===== config.mk =====
export PLATFORM = sky130hd
export DESIGN_NAME = nfa_sa_seq
export DESIGN_NICKNAME = d
export VERILOG_FILES = /design/src/design/nfa_sa_pkg.sv /design/src/design/nfa_sa_seq.sv
export SDC_FILE = /design/constraint.sdc
export NUM_CORES = 1
export LEC_CHECK = 0
export BUFFER_PORTS_ARGS = -buffer_cell sky130_fd_sc_hd__buf_2
export CAP_MARGIN = 30
export CORE_ASPECT_RATIO = 1.25
export CORE_MARGIN = 2
export CORE_UTILIZATION = 40
export CTS_CLUSTER_SIZE = 14
export DETAILED_ROUTE_END_ITERATION = 6
export PLACE_DENSITY_LB_ADDON = 0.2
export SYNTH_ARGS = -nofsm -noshare
export SYNTH_HDL_FRONTEND = slang
export SYNTH_SLANG_ARGS = --single-unit

===== constraint.sdc =====
create_clock -name i_clk -period 9.1 [get_ports i_clk]
set_input_delay 1.82 -clock i_clk [delete_from_list [all_inputs] [get_ports i_clk]]
set_output_delay 1.82 -clock i_clk [all_outputs]
set_load 0.03 [all_outputs]

===== src/design/nfa_sa_pkg.sv =====
// Package for the NFA string acceptor: item formats, op codes and the
// status structs passed between the sequencer and the top level.
// No dependencies; every other design file imports it.
package nfa_sa_pkg;

    // Fixed field widths of the input and result items.
    localparam int STATE_FW = 7;
    localparam int SYM_FW   = 8;
    localparam int LIVE_W   = 64;

    // Item op codes.
    typedef enum logic [1:0] {
        OP_ADD_TRANS   = 2'd0,
        OP_MARK_ACCEPT = 2'd1,
        OP_RESTART     = 2'd2,
        OP_FEED        = 2'd3
    } t_op;

    // One input item.
    typedef struct packed {
        t_op                 op;
        logic [STATE_FW-1:0] from_state;
        logic [STATE_FW-1:0] to_state;
        logic [SYM_FW-1:0]   symbol;
    } t_in_item;

    // One result item.
    typedef struct packed {
        logic              accepting;
        logic              no_live_state;
        logic [LIVE_W-1:0] live_states;
    } t_out_item;

    // Result offered by the sequencer to the output register.
    typedef struct packed {
        logic      valid;
        t_out_item data;
    } t_res;

    // Row memory strobes.
    typedef struct packed {
        logic wr_en;
        logic rd_en;
    } t_mem_ctl;

endpackage


===== src/design/nfa_sa_seq.sv =====
// Sequencer of the NFA acceptor: clearing pass, item decode, row
// read-modify-write and the row-by-row OR scan for a symbol step.
// Depends on nfa_sa_pkg; drives nfa_sa_row_mem.
module nfa_sa_seq import nfa_sa_pkg::*; #(
    parameter int NUM_STATES  = 64,
    parameter int NUM_SYMBOLS = 256
) (
    input  logic                                   i_clk,
    input  logic                                   i_rst_n,
    input  logic                                   i_in_valid,
    input  t_in_item                               i_in_data,
    output logic                                   o_in_ready,
    output t_mem_ctl                               o_mem_ctl,
    output logic [$clog2(NUM_SYMBOLS)+$clog2(NUM_STATES)-1:0] o_mem_waddr,
    output logic [NUM_STATES-1:0]                  o_mem_wdata,
    output logic [$clog2(NUM_SYMBOLS)+$clog2(NUM_STATES)-1:0] o_mem_raddr,
    input  logic [NUM_STATES-1:0]                  i_mem_rdata,
    output t_res                                   o_res,
    input  logic                                   i_res_ready
);

    localparam int IDX_W  = $clog2(NUM_STATES);
    localparam int SYM_W  = $clog2(NUM_SYMBOLS);
    localparam int ADDR_W = SYM_W + IDX_W;
    localparam int ROWS   = NUM_SYMBOLS * (2 ** IDX_W);
    localparam logic [NUM_STATES-1:0] START_SET = NUM_STATES'(1);

    typedef enum logic [2:0] {
        S_CLEAR,
        S_IDLE,
        S_RMW,
        S_SCAN,
        S_DRAIN,
        S_DONE
    } t_state;

    t_state                r_state, n_state;
    t_in_item              r_item, n_item;
    logic [NUM_STATES-1:0] r_live, n_live;
    logic [NUM_STATES-1:0] r_accset, n_accset;
    logic [NUM_STATES-1:0] r_acc, n_acc;
    logic [IDX_W-1:0]      r_idx, n_idx;
    logic                  r_hit, n_hit;
    logic [ADDR_W-1:0]     r_clr, n_clr;

    logic              in_src_ok;
    logic              in_dst_ok;
    logic              in_sym_ok;
    logic [ADDR_W-1:0] in_addr;
    logic [ADDR_W-1:0] item_addr;
    logic [ADDR_W-1:0] scan_addr;

    // Range checks and row addresses ({symbol, source - 1}).
    assign in_src_ok = (i_in_data.from_state != '0)
                    && (i_in_data.from_state <= STATE_FW'(NUM_STATES));
    assign in_dst_ok = (i_in_data.to_state != '0)
                    && (i_in_data.to_state <= STATE_FW'(NUM_STATES));
    assign in_sym_ok = {1'b0, i_in_data.symbol} < (SYM_FW + 1)'(NUM_SYMBOLS);
    assign in_addr   = {i_in_data.symbol[SYM_W-1:0],
                        IDX_W'(i_in_data.from_state - STATE_FW'(1))};
    assign item_addr = {r_item.symbol[SYM_W-1:0],
                        IDX_W'(r_item.from_state - STATE_FW'(1))};
    assign scan_addr = {r_item.symbol[SYM_W-1:0], r_idx};

    // Next-state and memory strobe logic.
    always_comb begin
        n_state     = r_state;
        n_item      = r_item;
        n_live      = r_live;
        n_accset    = r_accset;
        n_acc       = r_acc;
        n_idx       = r_idx;
        n_hit       = r_hit;
        n_clr       = r_clr;
        o_in_ready  = 1'b0;
        o_mem_ctl   = '0;
        o_mem_waddr = item_addr;
        o_mem_wdata = '0;
        o_mem_raddr = scan_addr;
        case (r_state)
            S_CLEAR: begin
                o_mem_ctl.wr_en = 1'b1;
                o_mem_waddr     = r_clr;
                n_clr           = r_clr + ADDR_W'(1);
                if (r_clr == ADDR_W'(ROWS - 1)) begin
                    n_state = S_IDLE;
                end
            end
            S_IDLE: begin
                o_in_ready  = 1'b1;
                o_mem_raddr = in_addr;
                if (i_in_valid) begin
                    n_item  = i_in_data;
                    n_state = S_DONE;
                    case (i_in_data.op)
                        OP_ADD_TRANS: begin
                            if (in_src_ok && in_dst_ok && in_sym_ok) begin
                                o_mem_ctl.rd_en = 1'b1;
                                n_state         = S_RMW;
                            end
                        end
                        OP_MARK_ACCEPT: begin
                            if (in_src_ok) begin
                                n_accset = r_accset | (START_SET
                                    << (i_in_data.from_state - STATE_FW'(1)));
                            end
                        end
                        OP_RESTART: begin
                            n_live = START_SET;
                        end
                        OP_FEED: begin
                            if (in_sym_ok) begin
                                n_acc   = '0;
                                n_idx   = '0;
                                n_hit   = 1'b0;
                                n_state = S_SCAN;
                            end else begin
                                n_live = '0;
                            end
                        end
                        default: begin
                            n_state = S_DONE;
                        end
                    endcase
                end
            end
            S_RMW: begin
                // Merge the destination bit into the row just read.
                o_mem_ctl.wr_en = 1'b1;
                o_mem_wdata     = i_mem_rdata
                                | (START_SET << (r_item.to_state - STATE_FW'(1)));
                n_state         = S_DONE;
            end
            S_SCAN: begin
                // Read the row of each live source; OR the previous read in.
                o_mem_ctl.rd_en = r_live[r_idx];
                n_hit           = r_live[r_idx];
                if (r_hit) begin
                    n_acc = r_acc | i_mem_rdata;
                end
                n_idx = r_idx + IDX_W'(1);
                if (r_idx == IDX_W'(NUM_STATES - 1)) begin
                    n_state = S_DRAIN;
                end
            end
            S_DRAIN: begin
                n_live  = r_hit ? (r_acc | i_mem_rdata) : r_acc;
                n_state = S_DONE;
            end
            S_DONE: begin
                if (i_res_ready) begin
                    n_state = S_IDLE;
                end
            end
            default: begin
                n_state = S_IDLE;
            end
        endcase
    end

    // State and registered values.
    always_ff @(posedge i_clk) begin
        if (!i_rst_n) begin
            r_state  <= S_CLEAR;
            r_clr    <= '0;
            r_live   <= START_SET;
            r_accset <= '0;
        end else begin
            r_state  <= n_state;
            r_clr    <= n_clr;
            r_live   <= n_live;
            r_accset <= n_accset;
        end
        r_item <= n_item;
        r_acc  <= n_acc;
        r_idx  <= n_idx;
        r_hit  <= n_hit;
    end

    // Result offered once the item is finished.
    always_comb begin
        o_res.valid              = (r_state == S_DONE);
        o_res.data.accepting     = |(r_live & r_accset);
        o_res.data.no_live_state = ~|r_live;
        o_res.data.live_states   = LIVE_W'(r_live);
    end

`ifndef SYNTHESIS
    // A restart leaves only the start state live.
    a_restart_live: assert property (@(posedge i_clk) disable iff (!i_rst_n)
        (i_in_valid && o_in_ready && i_in_data.op == OP_RESTART)
        |=> (r_live == START_SET))
        else $error("restart did not set the live set to the start state");

    // The scan index never passes the last state.
    a_scan_range: assert property (@(posedge i_clk) disable iff (!i_rst_n)
        (r_state == S_SCAN) |-> (r_idx <= IDX_W'(NUM_STATES - 1)))
        else $error("scan index out of range");

    // The memory is only written during clearing or a row update.
    a_write_owner: assert property (@(posedge i_clk) disable iff (!i_rst_n)
        o_mem_ctl.wr_en |-> (r_state == S_CLEAR || r_state == S_RMW))
        else $error("unexpected row memory write");

    // A scan always starts with an empty accumulator.
    a_scan_start: assert property (@(posedge i_clk) disable iff (!i_rst_n)
        (r_state == S_IDLE && n_state == S_SCAN) |=> (r_acc == '0 && !r_hit))
        else $error("scan started with stale accumulator");
`endif

endmodule


==> results of run 1 <==
flip-flops by register name, indices dropped and copies added (netlist names):
register,flops
r_accset,64
item_addr,8
r_acc,64
r_live,64
r_state,3
r_hit,1
r_clr,14
r_item,13
r_idx,6
power breakdown:
part	internal [mW]	leakage, nW	switching [mW]
combinational	0.112	3.33	0.295
sequential	1.13	1.95	0.0301
clock	0.629	0.427	0.424
total	1.87	5.71	0.749
worst max path at each step:
stage / startpoint / end / cells after the start
2_1_floorplan: i_in_data[22] / r_acc[0]$_SDFFCE_PP0P_ / 3
3_3_place_gp: i_in_data[18] / o_mem_ctl[0] / 7
3_5_place_dp: i_in_data[18] / o_mem_ctl[0] / 7
4_1_cts: i_in_data[18] / o_mem_ctl[0] / 7
5_1_grt: i_in_data[18] / o_mem_ctl[0] / 7
6_report: i_in_data[18] / o_mem_ctl[0] / 7
worst register-to-register path, stage by stage, from the launching register on:
cell,delay [ps]
dfxtp_1,500
nor2b_4,290
nand2b_1,460
inv_4,390
and2_4,430
and3_1,330
and3_1,470
a22o_1,200
cell usage in the layout (no fill, tap or decap), types with 13 or more instances in the layout:
master / n
o21ai_0: 20
nor4_1: 22
xnor2_1: 14
nor2b_1: 72
a21oi_1: 181
a22o_1: 80
buf_2: 252
dfxtp_1: 145
and3_1: 13
nor3_1: 19
and2_1: 13
nand4_1: 14
mux2i_1: 17
nor2_1: 231
a221oi_1: 17
nand2_1: 82
clkbuf_16: 30
o21a_1: 21
edfxtp_1: 92
cell type report:
class	count	area share, %
multi-input cells	937	39.7
well taps	355	3.20
clock buffers	39	6.02
flip-flops and latches	237	40.9
inverters	13	0.370
clock inverters	6	0.199
repair buffers	262	9.64
per-stage QoR:
stage | total power, mW | instance area, µm² | hold WS (ps) | util [%] | setup slack [ps]
after floorplan | 1.45 | 11600 | 449 | - | 3340
after global placement | 1.59 | 13000 | 462 | 45.6 | 3960
after detailed placement | 1.59 | 13000 | 466 | 45.6 | 3930
after CTS | 2.63 | 13900 | 483 | 48.6 | 3930
after global routing | 2.70 | 13900 | 496 | 48.6 | 3860
final | 2.62 | 13900 | 481 | 48.6 | 3950
per-layer routing:
metal,up-vias,share of wire (%),track usage [%]
li1,4967,-,-
met1,5079,43,36.8
met2,498,46,43.5
met3,107,6.8,3.15
met4,0,4.2,10.9
met5,-,0,0
cells by family (layout without fill, tap and decap cells):
logic type	after synthesis	count (layout)	share of synthesized area (%)
adder cells (fa/ha/maj)	12	12	1.30
XOR/XNOR	18	18	1.36
buffers and inverters	97	320	3.74
AO/OA/AOI/OAI	355	355	19.9
AND/OR/NAND/NOR	524	524	21.6
multiplexers	28	28	3.13
flip-flops	237	237	49.0
==> flow_summary.yaml, run 1 <==
logic_synthesis:
  synthTopCellsByArea: "dfxtp_1 25%, edfxtp_1 24%, a21oi_1 7.8%"
  synth_seq_cells: 237
  synth_top_flop_cell: "dfxtp_1"
  synthDominantAreaCellType: "dfxtp_1"
  synth.avg_cell_area_um2: 9.10
  yosysUniqueCellTypes: 64
  ys_seq_area_share_pct: 49.0
  synthArstFlopShare_pct: 0
  synth.cell_area_mm2: 0.0116
  synth.most_common_cell: "nor2_1"
  yosysTopAreaCellShare_pct: 25.1
  yosys-top-cells-count: "231 x nor2_1, 181 x a21oi_1, 145 x dfxtp_1"
  netlist_instances: 1271
  yosys_warnings: 0
  syn-num-nets: 1375
  synth-edff-count: 92
critical_path:
  cp.arrival_ps: 3330
  required_ps: 7280
  r2r_start: "r_state[0]$_SDFFE_PN0P_"
  cp-start-kind: "input port"
  max_stage_delay_ps: 420
  reg2reg_slack_ps: 5960
  worst-path-buf-inv: 2
  crit_chain: "buf_2 > nor4_2 > and3_1 > o221a_2 > nand2_1 > o21ai_0 > buf_2"
  critPathCaptureType: "output pin"
  crit_path_top_delay_cell: "nor4_2"
  critical_path_class: "in2out"
  r2r-end: "r_accset[29]$_SDFFE_PN0P_"
  r2r_cells: 7
  crit_path_frequent_cell: "buf_2"
  crit_family: "simple AND/OR/NAND/NOR gates"
  cp_max_fo: 8
drt:
  drc: 0
  routed_via_density: 5.76
  avgRoutedWirePerCell_um: 23.0
  vias: 10700
  drt-initial-drc-count: 1083
  postRouteAntennaNets: 0
  routed_wirelength_mm: 42.5
  drtPass1Iterations: 5
power_and_ir_drop:
  p_per_area_mw_per_mm2: 189
  p_leak_nw: 5.71
  ir_drop_v: 0.000143
die:
  ios: 254
  dieWidth_um: 156
  die_y_um: 194
  core-area_mm2: 0.0285
  die_area_mm2: 0.0303
  rows: 69
  initial_core_util_pct: 40.6
place:
  dp_cells: 1804
  dp_hpwl_mm: 31.2
  io_buffers: 253
  routabilityCongestion: 0.964
timing:
  tightest_slew_ps: 999
  finalCritPeriodShare_pct: 56.6
  skew_ps: 9.08
  finalSetupViolCount: 0
  slew_headroom_pct: 33.4
  rsz0062_at_grt: "no"
  hold_viol_final: 0
  tns_ps: 0
  finalMaxSlewViolations: 0
  min_period_ps: 5150
  fmax_mhz: 194
run:
  drv_cap: 0
final_layout:
  antennaDiodeCount: 0
  stdcell_count: 1849
  multi_input_area_mm2: 0.00550
  syn_to_final_growth_pct: 19.8
  regArea_mm2: 0.00567
  fillers: 2745
  nNetsFinal: 1580
  drive_gt1_share_pct: 21.9
worst_hold_path:
  whs_path_depth: 1
  hold_class: "reg2reg"
  worstHoldStart: "r_accset[8]$_SDFFE_PN0P_"
  hold_end: "r_accset[8]$_SDFFE_PN0P_"
clock_tree:
  clk_pin_slew_worst_paths_ps: 60
  cts.path.max_buffers: 3
  postCtsResizedCells: 0
  hold_buffers: 0
  cts-root-buf: "clkbuf_16"
  cts_tree: "done"
  clkSinkCount: 237
  cts_made_buffers: 25
  cts.htree.levels: 1
  clock_latency_ps: 520
  postCtsSetupBuffers: 0
grt:
  grt_usage_pct: 27.0
  antenna_found_initial: 0
  grt_pass1_vias: 9791
  grt-ovfl-total: 0
  grt_pass1_wl_mm: 62.1
  grt_max_degree: 104
outcome:
  outcome: "complete, no violations"
(Power assumes the default switching activity.)
==> run 2, diff against run 1 <==
- ABC_AREA: unset -> 1
- clock period: 9.1 -> 4.9 ns (I/O delays scaled with it)
==> run 2 against run 1 <==
  * Core utilization about the same
  * Worst hold slack worse by 30 ps
  * Via count up 12%
  * Global-route usage up 0.077 points
  * Cell count up 23%
  * Critical endpoint is now o_mem_wdata[20]
==> flow_summary.yaml, run 2 <==
timing:
  rsz0062_at_grt: "no"
  finalCritPeriodShare_pct: 85.3
  fmax_mhz: 239
  slew_headroom_pct: 35.4
  finalSetupViolCount: 0
  tightest_slew_ps: 969
  tns_ps: 0
  finalMaxSlewViolations: 0
  skew_ps: 13.6
  hold_viol_final: 0
  min_period_ps: 4180
worst_hold_path:
  hold_class: "reg2reg"
  worstHoldStart: "r_accset[20]$_SDFFE_PN0P_"
logic_synthesis:
  ys_seq_area_share_pct: 46.7
  netlist_instances: 1649
  syn-num-nets: 1753
  synth_top_flop_cell: "dfxtp_1"
  synth_seq_cells: 237
  yosys_warnings: 0
  yosysUniqueCellTypes: 42
  synth.most_common_cell: "nand2_1"
  yosysTopAreaCellShare_pct: 23.9
  synthDominantAreaCellType: "dfxtp_1"
  synthTopCellsByArea: "dfxtp_1 24%, edfxtp_1 23%, a21oi_1 11%"
  synthArstFlopShare_pct: 0
  synth.cell_area_mm2: 0.0121
  synth.avg_cell_area_um2: 7.36
  yosys-top-cells-count: "353 x nand2_1, 274 x a21oi_1, 250 x nor2_1"
  synth-edff-count: 92
grt:
  grt_pass1_wl_mm: 65.8
  use_met3_pct: 2.84
  grt_usage_pct: 27.0
  globalRouteMet2Util_pct: 45.2
  antenna_found_initial: 0
  top_usage_layer: "met2"
  grt_pass1_vias: 11100
  grt_max_degree: 72
  grtUsageMet1_pct: 36.0
  grt-ovfl-total: 0
place:
  io_buffers: 253
  dp_hpwl_mm: 34.1
  dp_cells: 2234
  routabilityCongestion: 0.972
final_layout:
  antennaDiodeCount: 0
  drive_gt1_share_pct: 20.7
  syn_to_final_growth_pct: 20.4
  final_common_cell: "nand2_1"
  stdcell_count: 2282
  final_cell_mix: "350 x nand2_1, 274 x a21oi_1, 253 x buf_2"
  nNetsFinal: 1965
  largestRegisters: "r_acc x64, r_accset x64, r_live x64"
drt:
  drc: 0
  avgRoutedWirePerCell_um: 19.4
  drtPass1Iterations: 5
  vias: 11900
  routed_wirelength_mm: 44.4
  routed_via_density: 5.22
  postRouteAntennaNets: 0
  drt-initial-drc-count: 1014
clock_tree:
  cts_tree: "done"
  postCtsResizedCells: 0
  cts.htree.levels: 1
  cts_made_buffers: 26
  cts.path.max_buffers: 3
  hold_buffers: 0
  clk_pin_slew_worst_paths_ps: 60
  postCtsSetupBuffers: 0
  clock_latency_ps: 540
  cts-root-buf: "clkbuf_16"
  clkSinkCount: 237
critical_path:
  cp.arrival_ps: 3200
  max_stage_delay_ps: 540
  crit_chain: "inv_1 > nand4_1 > nor2_2 > inv_2 > nand2_2 > nor3b_4 > buf_4 > nand2_1 > a21oi_1 > buf_2"
  r2r_start: "r_state[0]$_SDFFE_PN0P_"
  critical_path_class: "reg2out"
  crit_path_top_delay_cell: "edfxtp_1"
  cp-start-kind: "flip-flop"
  critPathCaptureType: "output pin"
  cp_max_fo: 31
  critPathLaunch: "r_item[12]$_DFFE_PP_"
  required_ps: 3920
die:
  rows: 71
  core-area_mm2: 0.0300
  die_y_um: 199
  ios: 254
  dieWidth_um: 160
  initial_core_util_pct: 40.4
  die_area_mm2: 0.0318
run:
  drv_cap: 0
outcome:
  outcome: "complete, no violations"
power_and_ir_drop:
  ir_drop_v: 0.000256
  p_per_area_mw_per_mm2: 434
  p_leak_nw: 6.21
==> run 2: metal layers <==
metal | share of wire [%] | vias up
met5 | 0 | -
met1 | 43 | 5550
met3 | 6.2 | 91
met4 | 4.3 | 0
met2 | 47 | 493
li1 | - | 5785
==> run 2: critical path: cells and delay by family, from the launching register on <==
kind                   cells  cell delay [ps]
flip-flops                 1              540
buffers and inverters      4              990
AO/OA/AOI/OAI              1              190
AND/OR/NAND/NOR            5              930
==> run 2: path summary, 6_finish.rpt <==
path                                             endpoint  slack, ps  cells past startpoint
worst min register to register  r_accset[20]$_SDFFE_PN0P_        450                      2
worst min-delay path            r_accset[20]$_SDFFE_PN0P_        450                      2
worst max-delay path                      o_mem_wdata[20]        720                     10
worst max register to register  r_accset[32]$_SDFFE_PN0P_       2060                      9
==> run 2: logic make-up (layout without fill, tap and decap cells) <==
kind of cell / count (synthesis) / after routing / synth area share, %
AND/OR/NAND/NOR: 781 / 781 / 27.6
AO/OA/AOI/OAI: 339 / 339 / 14.4
buffers and inverters: 269 / 501 / 9.04
flip-flops: 237 / 237 / 46.7
adder cells (fa/ha/maj): 12 / 12 / 1.24
XOR/XNOR: 11 / 11 / 1.07
==> run 2: where the power goes <==
group	switching [mW]	internal, mW
Sequential	0.236	2.22
Combinational	1.27	0.538
Clock	0.818	1.26
Total	2.32	4.02
==> run 2: per-stage QoR <==
step                      hold slack [ps]  power, mW  setup slack, ps  instance area (µm²)  util, %
after CTS                             452       6.36              779                14600     48.7
after detailed placement              443       4.28             1330                13700     45.5
after global placement                438       4.27             1300                13600     45.4
after floorplan                       430       3.66             68.8                12100        -
after global routing                  472       6.62              617                14600     48.7
final                                 452       6.34              721                14600     48.7
==> run 2: cell type report <==
cell class,instances,area (µm²)
Sequential cell,237,5670
Multi-Input combinational cell,1143,5400
Tap cell,401,502
Clock buffer,40,858
Clock inverter,8,76.3
Inverter,185,697
Timing Repair Buffer,268,1420
Fill cell,3179,15400
==> run 3, diff against run 2 <==
==> constraint.sdc (replaced) <==
create_clock -name i_clk -period 4.9 [get_ports i_clk]
set_input_delay 0.98 -clock i_clk [delete_from_list [all_inputs] [get_ports i_clk]]
set_output_delay 0.98 -clock i_clk [all_outputs]
set_load 0.02 [all_outputs]
==> run 3 against run 2 <==
  * Clock skew shrank 2.8 ps
  * Flip-flop and latch count stayed put
  * Wire length is 0.89% lower
  * Largest power group unchanged
==> flow_summary.yaml, run 3 (synthesis results as in run 2) <==
die:
  initial_core_util_pct: 40.4
  die_area_mm2: 0.0318
  dieWidth_um: 160
  core-area_mm2: 0.0300
  die_y_um: 199
  ios: 254
  rows: 71
place:
  dp_worst_setup_slack_ps: 1200
  dp_hpwl_mm: 33.8
  routabilityCongestion: 1.01
  dpl_cell_area_mm2: 0.0136
  io_buffers: 253
power_and_ir_drop:
  switchingPower_mw: 2.15
  seq_power_share_pct: 41.2
  ir_drop_v: 0.000218
  clock_power_share_pct: 31.2
  p_leak_nw: 6.11
  combPwrFrac_pct: 27.6
  p_per_area_mw_per_mm2: 413
  swShare_pct: 36.1
  p_int_mw: 3.80
clock_tree:
  cts_tree: "done"
  hold_buffers: 0
  cts.path.max_buffers: 3
  postCtsSetupBuffers: 0
  postCtsResizedCells: 0
  cts_made_buffers: 25
  clk_pin_slew_worst_paths_ps: 60
  clock_latency_ps: 530
  clkSinkCount: 237
  cts-root-buf: "clkbuf_16"
  cts.htree.levels: 1
grt:
  grt_max_degree: 72
  grt_pass1_vias: 11200
  grt_usage_pct: 26.9
  antenna_found_initial: 0
  grt-ovfl-total: 0
  grt_pass1_wl_mm: 65.9
timing:
  min_period_ps: 4280
  layout_setup_ws_ps: 618
  fmax_mhz: 234
  tightest_slew_ps: 1100
  hold_slack_ps: 450
  finalSetupViolCount: 0
  finalCritPeriodShare_pct: 87.4
  rsz0062_at_grt: "no"
  skew_ps: 10.7
  finalMaxSlewViolations: 0
  hold_viol_final: 0
  slew_headroom_pct: 26.5
  tns_ps: 0
final_layout:
  largestRegisters: "r_acc x64, r_accset x64, r_live x64"
  final_common_cell: "nand2_1"
  finalInstanceArea_mm2: 0.0144
  antennaDiodeCount: 0
  drive_gt1_share_pct: 20.1
  nNetsFinal: 1963
  final_util_pct: 48.0
  syn_to_final_growth_pct: 18.8
  final_cell_mix: "350 x nand2_1, 274 x a21oi_1, 253 x buf_2"
critical_path:
  cp-start-kind: "flip-flop"
  cp_max_fo: 31
  critical_path_class: "reg2out"
  critPathCaptureType: "output pin"
  cp.arrival_ps: 3300
  required_ps: 3920
  critPathLaunch: "r_item[12]$_DFFE_PP_"
  r2r_cells: 9
  r2r_start: "r_state[0]$_SDFFE_PN0P_"
drt:
  postRouteAntennaNets: 0
  drt-initial-drc-count: 917
  drc: 0
  vias: 11900
  routed_via_density: 5.23
  routed_wirelength_mm: 44.0
  drtPass1Iterations: 6
  avgRoutedWirePerCell_um: 19.3
worst_hold_path:
  whs_path_depth: 2
  hold_class: "reg2reg"
  worstHoldStart: "r_accset[14]$_SDFFE_PN0P_"
outcome:
  outcome: "complete, no violations"
run:
  drv_cap: 0
==> run 3: worst paths after layout <==
path | endpoint | slack [ps]
max | o_mem_wdata[16] | 620
min | r_accset[14]$_SDFFE_PN0P_ | 450
max reg2reg | r_accset[45]$_SDFFE_PN0P_ | 2050
min reg2reg | r_accset[14]$_SDFFE_PN0P_ | 450
==> run 3: worst max-delay path, stage by stage, from the launching register on <==
cell and delay [ps]:
edfxtp_1 520, inv_1 310, nand4_1 180, nor2_2 200, inv_2 90, nand2_2 80
nor3b_4 900, nand2_1 150, a21oi_1 180, buf_2 180
==> run 3: layout make-up <==
type                    count  area (µm²)
clock buffers              31         658
well taps                 401         502
inverters                 185         697
flip-flops and latches    237        5670
fillers                  3196       15600
clock inverters            14         119
multi-input cells        1143        5400
repair buffers            267        1380
==> run 3: through the flow <==
stage / std cells / total power [mW]
CTS: 2278 / 5.97
floorplan: 1649 / 3.51
global route: 2278 / 6.24
finish: 2278 / 5.95
detailed placement: 2233 / 4.12
global placement: 2232 / 4.11
==> run 3: routing by layer <==
metal	track usage (%)	vias up	routed length, µm
met3	3.34	102	2660
met1	35.5	5548	18700
met5	0	-	0
met2	44.5	482	20600
met4	12.3	0	2010
li1	-	5783	-
==> run 3: power by group through the flow <==
stage                     Clock, mW  Sequential [mW]  Combinational (mW)
after floorplan                   0             2.51                1.00
after global placement            0             2.49                1.63
after detailed placement          0             2.49                1.64
after CTS                      1.89             2.44                1.64
after global routing           1.97             2.47                1.80
final                          1.86             2.45                1.64
